**config.mk**
```make
export PLATFORM = sky130hd
export DESIGN_NAME = moon_phase_disc_spans_unit
export DESIGN_NICKNAME = d
export VERILOG_FILES = /design/src/sv/mpd_pkg.sv /design/src/sv/moon_phase_disc_spans_unit.sv /design/src/sv/mpd_ctrl.sv /design/src/sv/mpd_datapath.sv
export VERILOG_INCLUDE_DIRS = /design/src /design/src/sv
export SDC_FILE = /design/constraint.sdc
export NUM_CORES = 1
export LEC_CHECK = 0
export BUFFER_PORTS_ARGS = -buffer_cell sky130_fd_sc_hd__buf_2
export CAP_MARGIN = 20
export CORE_MARGIN = 3
export CORE_UTILIZATION = 40
export DETAILED_ROUTE_END_ITERATION = 8
export PLACE_DENSITY = 0.62
export SLEW_MARGIN = 25
export SYNTH_ARGS = -nofsm -noshare
export SYNTH_HDL_FRONTEND = slang
export SYNTH_SLANG_ARGS = --single-unit
```
**constraint.sdc**
```tcl
create_clock -name aclk -period 14.99 [get_ports aclk]
set_clock_uncertainty 0.2 [all_clocks]
set_input_delay 2.998 -clock aclk [delete_from_list [all_inputs] [get_ports aclk]]
set_output_delay 2.998 -clock aclk [all_outputs]
set_load 0.02 [all_outputs]
```
**src/sv/moon_phase_disc_spans_unit_macros.svh**
```systemverilog
// assertion macros for the moon phase disc span unit
`ifndef MOON_PHASE_DISC_SPANS_UNIT_MACROS_SVH
`define MOON_PHASE_DISC_SPANS_UNIT_MACROS_SVH
`ifndef SYNTH
`define MPD_ASSERT_IMPL(label, clk, rstn, ante, cons) \
    label: assert property (@(posedge clk) disable iff (!rstn) (ante) |-> (cons)) \
    else $error("assertion failed");
`define MPD_ASSERT_NEXT(label, clk, rstn, ante, cons) \
    label: assert property (@(posedge clk) disable iff (!rstn) (ante) |=> (cons)) \
    else $error("assertion failed");
`else
`define MPD_ASSERT_IMPL(label, clk, rstn, ante, cons)
`define MPD_ASSERT_NEXT(label, clk, rstn, ante, cons)
`endif
`endif

```
**src/sv/mpd_pkg.sv**
```systemverilog
// shared types, constants and cosine table for the moon phase disc span unit
package mpd_pkg;

    localparam int unsigned HalfMonth = 3780;
    localparam int unsigned CosSteps  = 64;

    // controller to datapath commands
    typedef struct packed {
        logic load;
        logic row_start;
        logic sqrt_step;
        logic mul_step;
        logic finish;
        logic row_next;
    } mpd_cmd_t;

    // datapath to controller status
    typedef struct packed {
        logic sqrt_done;
        logic last_row;
    } mpd_stat_t;

    // quarter wave cosine, q1.14
    function automatic logic [14:0] cos_quarter(input logic [5:0] idx);
        logic [14:0] v;
        begin
            unique case (idx)
                6'd0: v = 15'd16384;  6'd1: v = 15'd16364;  6'd2: v = 15'd16305;
                6'd3: v = 15'd16207;  6'd4: v = 15'd16069;  6'd5: v = 15'd15893;
                6'd6: v = 15'd15679;  6'd7: v = 15'd15426;  6'd8: v = 15'd15137;
                6'd9: v = 15'd14811;  6'd10: v = 15'd14449; 6'd11: v = 15'd14053;
                6'd12: v = 15'd13623; 6'd13: v = 15'd13160; 6'd14: v = 15'd12665;
                6'd15: v = 15'd12140; 6'd16: v = 15'd11585; 6'd17: v = 15'd11003;
                6'd18: v = 15'd10394; 6'd19: v = 15'd9760;  6'd20: v = 15'd9102;
                6'd21: v = 15'd8423;  6'd22: v = 15'd7723;  6'd23: v = 15'd7005;
                6'd24: v = 15'd6270;  6'd25: v = 15'd5520;  6'd26: v = 15'd4756;
                6'd27: v = 15'd3981;  6'd28: v = 15'd3196;  6'd29: v = 15'd2404;
                6'd30: v = 15'd1606;  6'd31: v = 15'd804;
                default: v = 15'd0;
            endcase
            return v;
        end
    endfunction

    // signed cosine over the half wave, index saturated at pi
    function automatic logic signed [15:0] cos_q14(input logic [6:0] idx);
        logic [6:0] i;
        logic [6:0] m;
        logic signed [15:0] v;
        begin
            i = (idx > 7'(CosSteps)) ? 7'(CosSteps) : idx;
            m = 7'(CosSteps) - i;
            if (i <= 7'd32) begin
                v = $signed({1'b0, cos_quarter(i[5:0])});
            end else begin
                v = -$signed({1'b0, cos_quarter(m[5:0])});
            end
            return v;
        end
    endfunction

endpackage

```
**src/sv/moon_phase_disc_spans_unit.sv**
```systemverilog
// top level of the moon phase disc span unit
// One word in (centre, radius, moon age) gives 2*radius+1 span words, top row first,
// the bottom one marked by last_row. Each row runs a restoring square root that
// settles one result bit per cycle, then a multiply by the cosine and a clamp stage,
// then waits for m_ready. A new word is taken only after the last row of the
// previous one has been delivered.
module moon_phase_disc_spans_unit #(
    parameter int unsigned MAX_RADIUS = 31
) (
    input  logic        aclk,
    input  logic        aresetn,
    input  logic        s_valid,
    output logic        s_ready,
    input  logic [9:0]  s_center_x,
    input  logic [9:0]  s_center_y,
    input  logic [4:0]  s_radius,
    input  logic [12:0] s_moon_age,
    output logic        m_valid,
    input  logic        m_ready,
    output logic [11:0] m_row_y,
    output logic [11:0] m_span_left,
    output logic [11:0] m_span_right,
    output logic        m_span_empty,
    output logic        m_last_row
);

    mpd_pkg::mpd_cmd_t  cmd;
    mpd_pkg::mpd_stat_t stat;

    // sequencer
    mpd_ctrl u_ctrl (
        .aclk, .aresetn, .s_valid, .s_ready, .m_valid, .m_ready, .cmd, .stat
    );

    // arithmetic
    mpd_datapath #(.MaxRadius(MAX_RADIUS)) u_dp (
        .aclk, .aresetn, .s_center_x, .s_center_y, .s_radius, .s_moon_age,
        .cmd, .stat, .m_row_y, .m_span_left, .m_span_right, .m_span_empty,
        .m_last_row
    );

endmodule

```
**src/sv/mpd_ctrl.sv**
```systemverilog
// controller state machine for the moon phase disc span unit
module mpd_ctrl (
    input  logic              aclk,
    input  logic              aresetn,
    input  logic              s_valid,
    output logic              s_ready,
    output logic              m_valid,
    input  logic              m_ready,
    output mpd_pkg::mpd_cmd_t cmd,
    input  mpd_pkg::mpd_stat_t stat
);

    typedef enum logic [5:0] {
        ST_IDLE = 6'b000001,
        ST_ROW  = 6'b000010,
        ST_SQRT = 6'b000100,
        ST_MUL  = 6'b001000,
        ST_FIN  = 6'b010000,
        ST_OUT  = 6'b100000
    } state_t;

    state_t state_reg, state_next;

    // next state
    always_comb begin
        state_next = state_reg;
        unique case (state_reg)
            ST_IDLE: if (s_valid) state_next = ST_ROW;
            ST_ROW:  state_next = ST_SQRT;
            ST_SQRT: if (stat.sqrt_done) state_next = ST_MUL;
            ST_MUL:  state_next = ST_FIN;
            ST_FIN:  state_next = ST_OUT;
            ST_OUT: begin
                if (m_ready) state_next = stat.last_row ? ST_IDLE : ST_ROW;
            end
            default: state_next = ST_IDLE;
        endcase
    end

    always_ff @(posedge aclk) begin
        if (!aresetn) state_reg <= ST_IDLE;
        else state_reg <= state_next;
    end

    // commands
    assign s_ready       = (state_reg == ST_IDLE);
    assign m_valid       = (state_reg == ST_OUT);
    assign cmd.load      = s_ready && s_valid;
    assign cmd.row_start = (state_reg == ST_ROW);
    assign cmd.sqrt_step = (state_reg == ST_SQRT);
    assign cmd.mul_step  = (state_reg == ST_MUL);
    assign cmd.finish    = (state_reg == ST_FIN);
    assign cmd.row_next  = m_valid && m_ready && !stat.last_row;

    `include "moon_phase_disc_spans_unit_macros.svh"
    `MPD_ASSERT_IMPL(a_no_both, aclk, aresetn, 1'b1, !(s_ready && m_valid))
    `MPD_ASSERT_NEXT(a_last_idle, aclk, aresetn, m_valid && m_ready && stat.last_row, s_ready)
    `MPD_ASSERT_NEXT(a_load_row, aclk, aresetn, cmd.load, cmd.row_start)

endmodule

```
**src/sv/mpd_datapath.sv**
```systemverilog
// datapath: held item, row counter, bit serial square root and terminator
module mpd_datapath #(
    parameter int unsigned MaxRadius = 31
) (
    input  logic               aclk,
    input  logic               aresetn,
    input  logic [9:0]         s_center_x,
    input  logic [9:0]         s_center_y,
    input  logic [4:0]         s_radius,
    input  logic [12:0]        s_moon_age,
    input  mpd_pkg::mpd_cmd_t  cmd,
    output mpd_pkg::mpd_stat_t stat,
    output logic [11:0]        m_row_y,
    output logic [11:0]        m_span_left,
    output logic [11:0]        m_span_right,
    output logic               m_span_empty,
    output logic               m_last_row
);

    logic [9:0]  cx_reg;
    logic [9:0]  cy_reg;
    logic [4:0]  r_reg;
    logic        waxing_reg;
    logic signed [15:0] cos_reg;
    logic [5:0]  off_reg;
    logic [19:0] rem_reg;
    logic [12:0] res_reg;
    logic [3:0]  step_reg;
    logic signed [31:0] prod_reg;
    logic signed [13:0] xl_reg, xr_reg;
    logic [11:0] row_reg, left_reg, right_reg;
    logic        empty_reg, last_reg;

    // item decode
    logic [4:0]  r_sat;
    logic        wax;
    logic [12:0] phase;
    logic [20:0] idx_num;
    logic [34:0] idx_prod;
    logic [6:0]  idx;
    assign r_sat   = (s_radius > 5'(MaxRadius)) ? 5'(MaxRadius) : s_radius;
    assign wax     = s_moon_age < 13'(mpd_pkg::HalfMonth);
    assign phase   = wax ? s_moon_age : s_moon_age - 13'(mpd_pkg::HalfMonth);
    assign idx_num = 21'({phase, 7'b0}) + 21'(mpd_pkg::HalfMonth);
    // rounded table index: the divisor is 8 * 945, the 945 part by reciprocal
    // multiplication, (m * 71015) >> 26 is exact for m below 2^17
    assign idx_prod = 35'(idx_num[20:3]) * 35'd71015;
    assign idx      = idx_prod[32:26];

    // row geometry
    logic signed [6:0] dy;
    logic signed [13:0] dy_sq;
    logic [9:0] dy2;
    logic [9:0] d2;
    assign dy    = $signed({1'b0, off_reg}) - $signed({2'b0, r_reg});
    assign dy_sq = 14'(dy) * 14'(dy);
    assign dy2   = dy_sq[9:0];
    assign d2    = 10'(r_reg * r_reg) - dy2;

    // one sqrt step: two radicand bits per cycle, bit position from step
    logic [25:0] v_full;
    logic [1:0]  pair;
    logic [21:0] trial;
    logic [21:0] rem_sh;
    assign v_full = {d2, 16'b0};
    assign pair   = v_full[{step_reg, 1'b1} -: 2];
    assign rem_sh = {rem_reg, pair};
    assign trial  = {7'b0, res_reg, 2'b01};

    // terminator from product
    logic signed [33:0] total;
    logic [33:0] mag;
    logic signed [13:0] term, left, right;
    assign total = $signed({12'b0, cx_reg, 12'b0}) * 34'sd1024 + 34'(prod_reg);
    assign mag   = total[33] ? 34'(-total) : 34'(total);
    assign term  = total[33] ? -$signed(14'(mag >> 22)) : $signed(14'(mag >> 22));
    always_comb begin
        left  = waxing_reg ? term : xl_reg;
        right = waxing_reg ? xr_reg : term;
        if (left < xl_reg) left = xl_reg;
        if (right > xr_reg) right = xr_reg;
    end

    always_ff @(posedge aclk) begin
        if (cmd.load) begin
            cx_reg     <= s_center_x;
            cy_reg     <= s_center_y;
            r_reg      <= r_sat;
            waxing_reg <= wax;
            cos_reg    <= mpd_pkg::cos_q14(idx);
            off_reg    <= '0;
        end
        if (cmd.row_start) begin
            rem_reg  <= '0;
            res_reg  <= '0;
            step_reg <= 4'd12;
        end
        // restoring square root, one result bit per cycle
        if (cmd.sqrt_step) begin
            if (22'(rem_sh) >= trial) begin
                rem_reg <= 20'(rem_sh - trial);
                res_reg <= {res_reg[11:0], 1'b1};
            end else begin
                rem_reg <= 20'(rem_sh);
                res_reg <= {res_reg[11:0], 1'b0};
            end
            step_reg <= step_reg - 4'd1;
        end
        if (cmd.mul_step) begin
            prod_reg <= $signed({3'b0, res_reg}) * cos_reg;
            xl_reg   <= $signed({4'b0, cx_reg}) - $signed({9'b0, res_reg[12:8]});
            xr_reg   <= $signed({4'b0, cx_reg}) + $signed({9'b0, res_reg[12:8]});
        end
        if (cmd.finish) begin
            row_reg   <= 12'($signed({4'b0, cy_reg}) + 14'(dy));
            left_reg  <= left[11:0];
            right_reg <= right[11:0];
            empty_reg <= left > right;
            last_reg  <= off_reg == {r_reg, 1'b0};
        end
        if (cmd.row_next) off_reg <= off_reg + 6'd1;
    end

    assign stat.sqrt_done = (step_reg == 4'd0);
    assign stat.last_row  = last_reg;
    assign m_row_y        = row_reg;
    assign m_span_left    = left_reg;
    assign m_span_right   = right_reg;
    assign m_span_empty   = empty_reg;
    assign m_last_row     = last_reg;

    `include "moon_phase_disc_spans_unit_macros.svh"
    `MPD_ASSERT_IMPL(a_off_range, aclk, aresetn, cmd.finish, off_reg <= {r_reg, 1'b0})
    `MPD_ASSERT_IMPL(a_r_sat, aclk, aresetn, cmd.mul_step, res_reg[12:8] <= r_reg)
    `MPD_ASSERT_NEXT(a_step, aclk, aresetn, cmd.row_start, step_reg == 4'd12)

endmodule
```
==> results.cfg <==
[synth]
yosys_warn_count = 0
synthDistinctLibCells = 96
post-synth-top-area-fraction_pct = 23.1
post_synthesis_sequential_area_ratio_pct = 19.6
netlist.top_cell.by_area = sky130_fd_sc_hd__fa_1
synth.area.top_cells = sky130_fd_sc_hd__fa_1 23%, sky130_fd_sc_hd__edfxtp_1 19%, sky130_fd_sc_hd__ha_1 15%
synth_flop_cell = sky130_fd_sc_hd__edfxtp_1
ys_seq_elements = 180
synthesis.area_per_instance_um2 = 9.34
syn-cell-area_um2 = 27300
synth_enable_flop_cells = 174
ys_async_sr_fraction_pct = 0
number_of_standard_cells_after_synthesis = 2919

[layout]
post-route-util_pct = 43.5
most_common_library_cell_in_the_layout_ignoring_fill_and_taps = sky130_fd_sc_hd__inv_1
synthToLayoutAreaGrowth_pct = 7.29
layout_common_cells = 500 x sky130_fd_sc_hd__inv_1, 336 x sky130_fd_sc_hd__ha_1, 314 x sky130_fd_sc_hd__fa_1
multi_input_comb_area_um2 = 19700
fin_nets = 3649
nFillCells = 6582
max_ffs_per_register = 30
drive_gt1_share_pct = 7.01
ff_latch_area_um2 = 5350

[route]
routed_via_density = 5.23
drt-initial-drc-count = 1280
route.detailed.wl_per_inst_um = 16.5
drt-total-wl_um = 63200
drc = 0
antenna_violating_nets_post_route = 0
detailroute.via_count = 20100
firstDrtPassIters = 6

[worst_hold_path]
hp-class = register to register
hp-start = u_dp.cy_reg[0]$_DFFE_PP_

[clock_network]
holdBufCountCts = 0
cts_tree = built
cts_made_buffers = 17
clockBufferDepth = 2
post-cts-setup-buffer-count = 0
ctsHtreeMaxLevel = 4
postCtsResizedCells = 0
clock_sink_count = 180
clk_latency_ps = 480
clockRootBuffer = sky130_fd_sc_hd__clkbuf_16
cts.reportedPaths.clkPinSlew_ps = 90

[timing]
max_clock_freq_mhz = 70.6
finalWorstPathRequiredPeriod_ps = 14160
setup_repair_after_global_routing_missed_its_margin = false
worst_slew_margin_rel_pct = 37.5
max_slew.worst_pin.slew_ps = 938
period_share_pct = 94.5
setup_viol_count_final = 0
timing.final.hold_violations = 0
final_max_slew_viol_count = 0
final.setup.tns_ps = 0

[setup_path]
critical-path-top-delay-family = adder cells
cp_num_buf_inv = 6
timing.critical_path.slowest_stage_cell = sky130_fd_sc_hd__or4_4
timing.setup.critical_path_class = primary input to register
required_time_of_the_worst_setup_path_ps = 15110
timing.critical_path.from = s_moon_age[4]
cp-start-kind = primary input
cp.arrival_ps = 14290
r2r_start = u_dp.off_reg[0]$_SDFFCE_PN0P_
cp_slowest_stage_delay_ps = 580
timing.critical_path.to_type = register
critical_path.max_fanout = 14

[global_route]
vias_in_the_first_global_route = 20700
maximum_number_of_pins_on_one_net_before_global_route_repair = 52
grt_usage_pct = 18.4
overflow = 0
grt_first_pass_wirelength_um = 106000
grt_antenna_before_repair = 0

[floorplan]
num_io_pins = 82
initial_core_util_pct = 40.5
placeableCoreArea_um2 = 67300
fp.dieW_um = 267
dieHeight_um = 267
die_area_um2 = 71300
std_cell_rows = 95

[place]
detailedPlacementHpwl_um = 51400
port_buffers = 81
finalWeightedCongestion = 0.914

[status]
outcome = completed

[run]
timing.max_cap.violations = 0
[routing by layer]
layer | part of all wire (%) | vias to the layer above | GRT usage [%] | wire length, um
met5 | 0 | - | 0 | 0
met1 | 46 | 9751 | 25.0 | 29300
met3 | 4.0 | 72 | 2.30 | 2520
li1 | - | 9827 | - | -
met2 | 48 | 443 | 31.1 | 30200
met4 | 1.8 | 0 | 5.02 | 1130
[path summary, 6_finish.rpt]
| check | cells past startpoint | endpoint | slack (ps) |
|---|---|---|---|
| max | 39 | u_dp.cos_reg[14]$_DFFE_PP_ | 830 |
| min | 1 | u_dp.m_row_y[0]$_DFFE_PP_ | 380 |
| max reg2reg | 38 | u_dp.rem_reg[14]$_SDFFCE_PN0P_ | 4200 |
| min reg2reg | 1 | u_dp.m_row_y[0]$_DFFE_PP_ | 380 |
[kinds of logic (layout without fill, tap and decap cells)]
logic type	Yosys count	count (layout)	synth area share, %
DFF	180	180	19.6
and+or+nand+nor	797	797	14.3
xor gates and xnor gates	154	154	5.11
muxes	66	66	2.64
AOI/OAI and AO/OA	467	467	11.4
buffers and inverters	602	646	8.40
adders and majority gates	651	651	38.5
other	2	9	0.0276
[Yosys cell counts, types with 8 or more instances]
master	number
sky130_fd_sc_hd__nor3b_1	8
sky130_fd_sc_hd__and3_1	19
sky130_fd_sc_hd__a31oi_1	23
sky130_fd_sc_hd__nand4_1	18
sky130_fd_sc_hd__fa_1	314
sky130_fd_sc_hd__or3_1	20
sky130_fd_sc_hd__nor3_1	50
sky130_fd_sc_hd__mux2_2	26
sky130_fd_sc_hd__nand2b_1	15
sky130_fd_sc_hd__nand3_1	43
sky130_fd_sc_hd__a211oi_1	20
sky130_fd_sc_hd__clkbuf_1	90
sky130_fd_sc_hd__o21a_1	14
sky130_fd_sc_hd__nor2_1	190
sky130_fd_sc_hd__nor4_1	13
sky130_fd_sc_hd__inv_1	500
sky130_fd_sc_hd__edfxtp_1	174
sky130_fd_sc_hd__ha_1	337
sky130_fd_sc_hd__mux2i_1	37
sky130_fd_sc_hd__and2_1	121
sky130_fd_sc_hd__nor2b_1	21
sky130_fd_sc_hd__o211ai_1	23
sky130_fd_sc_hd__o21bai_1	20
sky130_fd_sc_hd__nand2_1	236
sky130_fd_sc_hd__xnor2_1	112
sky130_fd_sc_hd__xor2_1	39
sky130_fd_sc_hd__a21o_1	41
sky130_fd_sc_hd__o22ai_1	11
sky130_fd_sc_hd__a21oi_1	122
sky130_fd_sc_hd__o21ai_0	94
[final cells by class]
type	instances	share of cell area, %
multi-input cells	2143	67.2
clock buffers	17	1.45
inverters	502	6.46
flip-flops and latches	180	18.3
diodes	1	0.00856
well taps	873	3.74
repair buffers	112	2.18
clock inverters	15	0.672
[stage by stage]
step | setup slack [ps] | instance area [um2] | hold WS (ps) | cells
final | 829 | 29200 | 377 | 3843
after global routing | 18.9 | 29200 | 382 | 3842
after CTS | 812 | 29200 | 365 | 3842
after detailed placement | 345 | 28600 | 336 | 3810
after global placement | 549 | 28600 | 354 | 3810
after floorplan | 989 | 27300 | 326 | 2925
[worst register-to-register path: cells and delay by family, from the launching register on]
kind	cells	cell delay [ps]
buffers and inverters	5	690
adders and majority gates	9	3700
and+or+nand+nor	5	1560
DFF	1	490
AOI/OAI and AO/OA	19	3880
Power is not shown: default switching activity piles up to over one toggle a cycle in this logic, so the estimate is an artifact.
